`src/hdl/ftt_pkg.sv`:
```
package ftt_pkg;

    // Width of the value, frequency and count fields on the ports.
    localparam int FIELD_W = 12;

    // Default sizes of the two stores.
    localparam int DEF_NUM_VALUES = 4096;
    localparam int DEF_MAX_COUNT  = 4095;

    // Operation codes; code 3 is unused and changes nothing.
    typedef enum logic [1:0] {
        OP_ADD   = 2'd0,
        OP_DEL   = 2'd1,
        OP_QUERY = 2'd2
    } t_op;

    typedef enum logic [2:0] {
        S_IDLE,
        S_LOOKUP,
        S_OLDCNT,
        S_DROP,
        S_RAISE,
        S_QRES,
        S_FINISH
    } t_state;

    typedef struct packed {
        logic [1:0]         func;
        logic [FIELD_W-1:0] value;
        logic [FIELD_W-1:0] frequency;
    } t_in;

    typedef struct packed {
        logic               present;
        logic [FIELD_W-1:0] value_count;
    } t_out;

    // Control and status of the shared step unit.
    typedef struct packed {
        logic dec;
    } t_step_ctl;

    typedef struct packed {
        logic is_zero;
        logic at_max;
    } t_step_flags;

endpackage

```
`src/hdl/ftt_step_unit.sv`:
```
module ftt_step_unit import ftt_pkg::*; #(
    parameter int W       = 13,
    parameter int MAX_VAL = DEF_MAX_COUNT
) (
    input  logic         [W-1:0] i_operand,
    input  t_step_ctl            i_ctl,
    output logic         [W-1:0] o_result,
    output t_step_flags          o_flags
);

    // One incrementer/decrementer shared by the count and the tally updates.
    assign o_result        = i_ctl.dec ? (i_operand - W'(1)) : (i_operand + W'(1));
    assign o_flags.is_zero = (i_operand == '0);
    assign o_flags.at_max  = (i_operand == W'(MAX_VAL));

endmodule

```
`config.mk`:
```
export PLATFORM = sky130hd
export DESIGN_NAME = ftt_step_unit
export DESIGN_NICKNAME = d
export VERILOG_FILES = /design/src/hdl/ftt_pkg.sv /design/src/hdl/ftt_step_unit.sv
export SDC_FILE = /design/constraint.sdc
export NUM_CORES = 1
export LEC_CHECK = 0
export BUFFER_PORTS_ARGS = -buffer_cell sky130_fd_sc_hd__buf_2
export CELL_PAD_IN_SITES_DETAIL_PLACEMENT = 0
export CELL_PAD_IN_SITES_GLOBAL_PLACEMENT = 1
export CORE_MARGIN = 5
export CORE_UTILIZATION = 31
export DETAILED_ROUTE_END_ITERATION = 10
export PLACE_DENSITY_LB_ADDON = 0.1
export REMOVE_ABC_BUFFERS = 1
export SLEW_MARGIN = 40
export SYNTH_ARGS = -nofsm -noshare
export SYNTH_HDL_FRONTEND = slang
export SYNTH_SLANG_ARGS = --single-unit
```
`constraint.sdc`:
```
create_clock -name vclk -period 1.6
set_clock_uncertainty 0.05 [all_clocks]
set_input_delay 0.16 -clock vclk [all_inputs]
set_output_delay 0.16 -clock vclk [all_outputs]
set_load 0.1 [all_outputs]
```
# ---- Word level (Yosys, flattened, before mapping)
# Cells that the tools add are included.
# W data, S select, Z words.
dict set report word_totals {
  ff_bits 0
  wordCells 5
}
dict set report op_classes {
  add_sub_neg 2
  n_eq_ne 1
  n_mux 1
  n_reduce_logical 1
}
# op count
set ops {}
lappend ops {{$add A13 B1 Y13 const B} 1}
lappend ops {{$eq A13 B12 Y1 const B} 1}
lappend ops {{$logic_not A13 Y1} 1}
lappend ops {{$mux W13} 1}
lappend ops {{$sub A13 B1 Y13 const B} 1}

# ---- Logic depth before layout (Yosys ltp)
dict set report depth {
  depth_word 2
  depth_mapped 6
  depth_no_buf 6
}

# ---- Worst setup path before layout
# OpenSTA, ideal clock, no wires.
dict set report synth_path {
  kind {input port to output port}
  startpoint {input port i_operand[0]}
  endpoint {output port o_flags[0] (netlist name)}
  arrival_ns 3.561
  required_time_ns 1.390
  slack_ns -2.171
  cell_stages 2
  n_path_buf 0
  cell_sequence {inv_1 nor4_1}
}
# element line
set synth_lines {}
lappend synth_lines {{from (decl)} ftt_step_unit.sv:5} ;# input logic [W-1:0] i_operand,
lappend synth_lines {{to (decl)} ftt_step_unit.sv:8} ;# output t_step_flags o_flags

# ---- Worst setup path in the final report
dict set report layout_path {
  startpoint {input port i_ctl}
  endpoint {output port o_result[12]}
}
dict set report layout_between {
  elab_chain_len 1
}
# element line
set layout_lines {}
lappend layout_lines {{from (decl)} ftt_step_unit.sv:6} ;# input t_step_ctl i_ctl,
lappend layout_lines {{$mux W13} ftt_step_unit.sv:12} ;# assign o_result = i_ctl.dec ? (i_operand - W'(1)) : (i_operand + W'(1));
lappend layout_lines {{to (decl)} ftt_step_unit.sv:7} ;# output logic [W-1:0] o_result,
# Every way passes these cells.

==> results.toml <==
[run_status]
run_status = "finished with violations"
violations = "negative setup slack"

[yosys]
synthDominantCellAreaShare_pct = 23.3
muxShareOfSynthArea_pct = 0
synth_xor_area_share_pct = 17.8
synth_area_per_cell_sq_um = 8.32
netlist_instances = 71
ys_warn_count = 0
synth_adder_area_share_pct = 26.7
yosys.area_share.simple_pct = 21.6
synth_top_family_by_area = "compound AO/OA/AOI/OAI gates"
syn-cell-area_sq_um = 591
yosys.area.top_type = "ha_1"
yosysSeqAreaShare_pct = 0
synth_cell_types = 32
synth_compound_area_share_pct = 33.3
ys_top_cells_by_area = "ha_1, xnor2_1, a21oi_1, xor2_1, a21o_1"

[grt]
grt_antenna_before_repair = 0
grt_pass1_wl_microns = 4440
track_usage_pct = 20.9
grt_max_degree = 8
grt_pass1_vias = 936
grt-ovfl-total = 0

[place]
io_buffers = 29
place_hpwl_microns = 1850
place_area_sq_mm = 0.00123
place_congestion = 0.797
placedCellCount = 159

[drt]
dr.pass1.iters = 4
wire_per_inst_microns = 22.6
drt_iter0_drc = 29
postRouteAntennaNets = 0
via_per_inst = 5.85
vias = 959
drcViolationCount = 0
wirelength_microns = 3710

[finish]
num-fill-cells = 67
regArea_sq_um = 0
final_cells = 164
antennaDiodeCount = 0
clock_buffers = 0
area_growth_pct = 175
layout_common_cells = "buf_4, buf_2, buf_12"
utilization_pct = 92.1
drive_gt1_share_pct = 71.2
design_area_sq_mm = 0.00163
seq_cell_count = 0
final_nets = 167
final_common_cell = "buf_4"

[power_and_ir_drop]
power_switching_mw = 0.790
peakVddDrop_uv = 940
p_comb_share_pct = 100.0
swShare_pct = 55.5
powerDensity_mw_per_mm2 = 876
sequentialPowerShare_pct = 0
internal-power_mw = 0.634
p_leak_nw = 0.736
p_clk_share_pct = 0

[sta]
rsz0062_at_grt = "true"
finalSetupViolCount = 11
hold_violations = 0
worst_pin_slew_ps = 508
fin_crit_ps = 2260
setup_slack_ps = -663
fmax_ghz = 0.442
fin_crit_sh_pct = 141
slew_violations = 0
fin_setup_tns_ps = -4410
relSlewSlack_pct = 66.3

[critical_path]
critPathSlowestCell = "bufbuf_16"
path_class = "in -> out"
critPathArrivalTime_ps = 2050
path_common_cell = "buf_12"
required_ps = 1390
crit_path_max_fanout = 7
slowest_delay_ps = 330
end_kind = "primary output"
crit_chain = "buf_12 -> buf_12 -> ha_4 -> a21o_1 -> a221oi_2 -> a21bo_1 -> a21oi_2 -> xnor2_1 -> bufbuf_16"
worst_setup_path_start_kind = "input port"

[die]
chipHeight_microns = 53.6
dieArea_sq_mm = 0.00288
start_util_pct = 33.5
die_w_microns = 53.6
pin_count = 29
row_count = 15
core-area_sq_mm = 0.00176

[min_path]
hp-class = "in -> out"

[cts]
cts_hold_buf = 0

[flow_run]
maxCapViolCount = 0
critical path: cells and delay by family:
kind            cells  cell delay, ps
compound gates      4             920
buf+inv             3             600
fa+ha+maj           1             220
xor+xnor            1             130
synth_stat cells:
cell       number
nand2_1         3
a21o_1          4
a2111oi_4       1
and3_2          1
o21ai_0         2
and3_1          1
a21oi_2         1
nor4_1          3
fa_1            1
and4_1          1
nor2b_1         1
nor2_1          3
a21boi_0        1
ha_1           11
o21ai_2         1
xnor2_1         8
and4b_1         1
nor3_1          1
nand4_1         2
a221oi_2        1
a31oi_1         1
o31ai_1         1
a211oi_1        3
xor2_1          4
and2_1          1
o21bai_1        1
a21oi_1         7
and3_4          1
inv_1           1
a21bo_1         1
nand3_1         1
or4_1           1
per-stage QoR:
step	total power [mW]	setup WS [ps]	hold WS, ps
after floorplan	0.703	-2170	617
after global placement	1.14	-662	712
after detailed placement	1.16	-723	730
after CTS	1.31	-525	735
after global routing	1.47	-753	761
final	1.42	-663	757
logic make-up (layout without fill, tap and decap cells):
group | after synthesis | after routing
and+or+nand+nor | 21 | 21
adders and majority gates | 12 | 12
buffers and inverters | 1 | 69
xor gates and xnor gates | 12 | 12
AOI/OAI and AO/OA | 25 | 25
cell type report:
type,count,area [sq um],area share [%]
Multi-Input combinational cell,70,796,49.0
Timing Repair Buffer,68,795,48.9
Tap cell,25,31.3,1.92
Inverter,1,3.75,0.231
layer usage:
layer,up-vias,GRT usage [%],part of all wire [%]
met2,48,40.6,52
li1,419,-,-
met1,473,23.3,38
met5,-,0,0
met4,0,7.23,5.6
met3,19,1.94,4.3
final timing paths:
path | from | slack, ps | to | depth (start not counted)
setup / recovery | i_ctl | -660 | o_result[12] | 9
hold / removal | i_operand[1] | 760 | o_result[1] | 3
power groups by stage:
stage / Sequential (mW) / Clock (mW) / Combinational, mW
after CTS: 0 / 0 / 1.31
after global routing: 0 / 0 / 1.47
after detailed placement: 0 / 0 / 1.16
after floorplan: 0 / 0 / 0.703
final: 0 / 0 / 1.42
after global placement: 0 / 0 / 1.14
repair_timing:
action | in CTS | in global routing
setup endpoints to repair | 11 | 12
endpoints found under the hold margin | 0 | 0
pin swaps | 20 | 16
gates resized for setup | 38 | 20
setup buffers | 3 | 3
No activity file was read; power rests on OpenSTA's default activity.
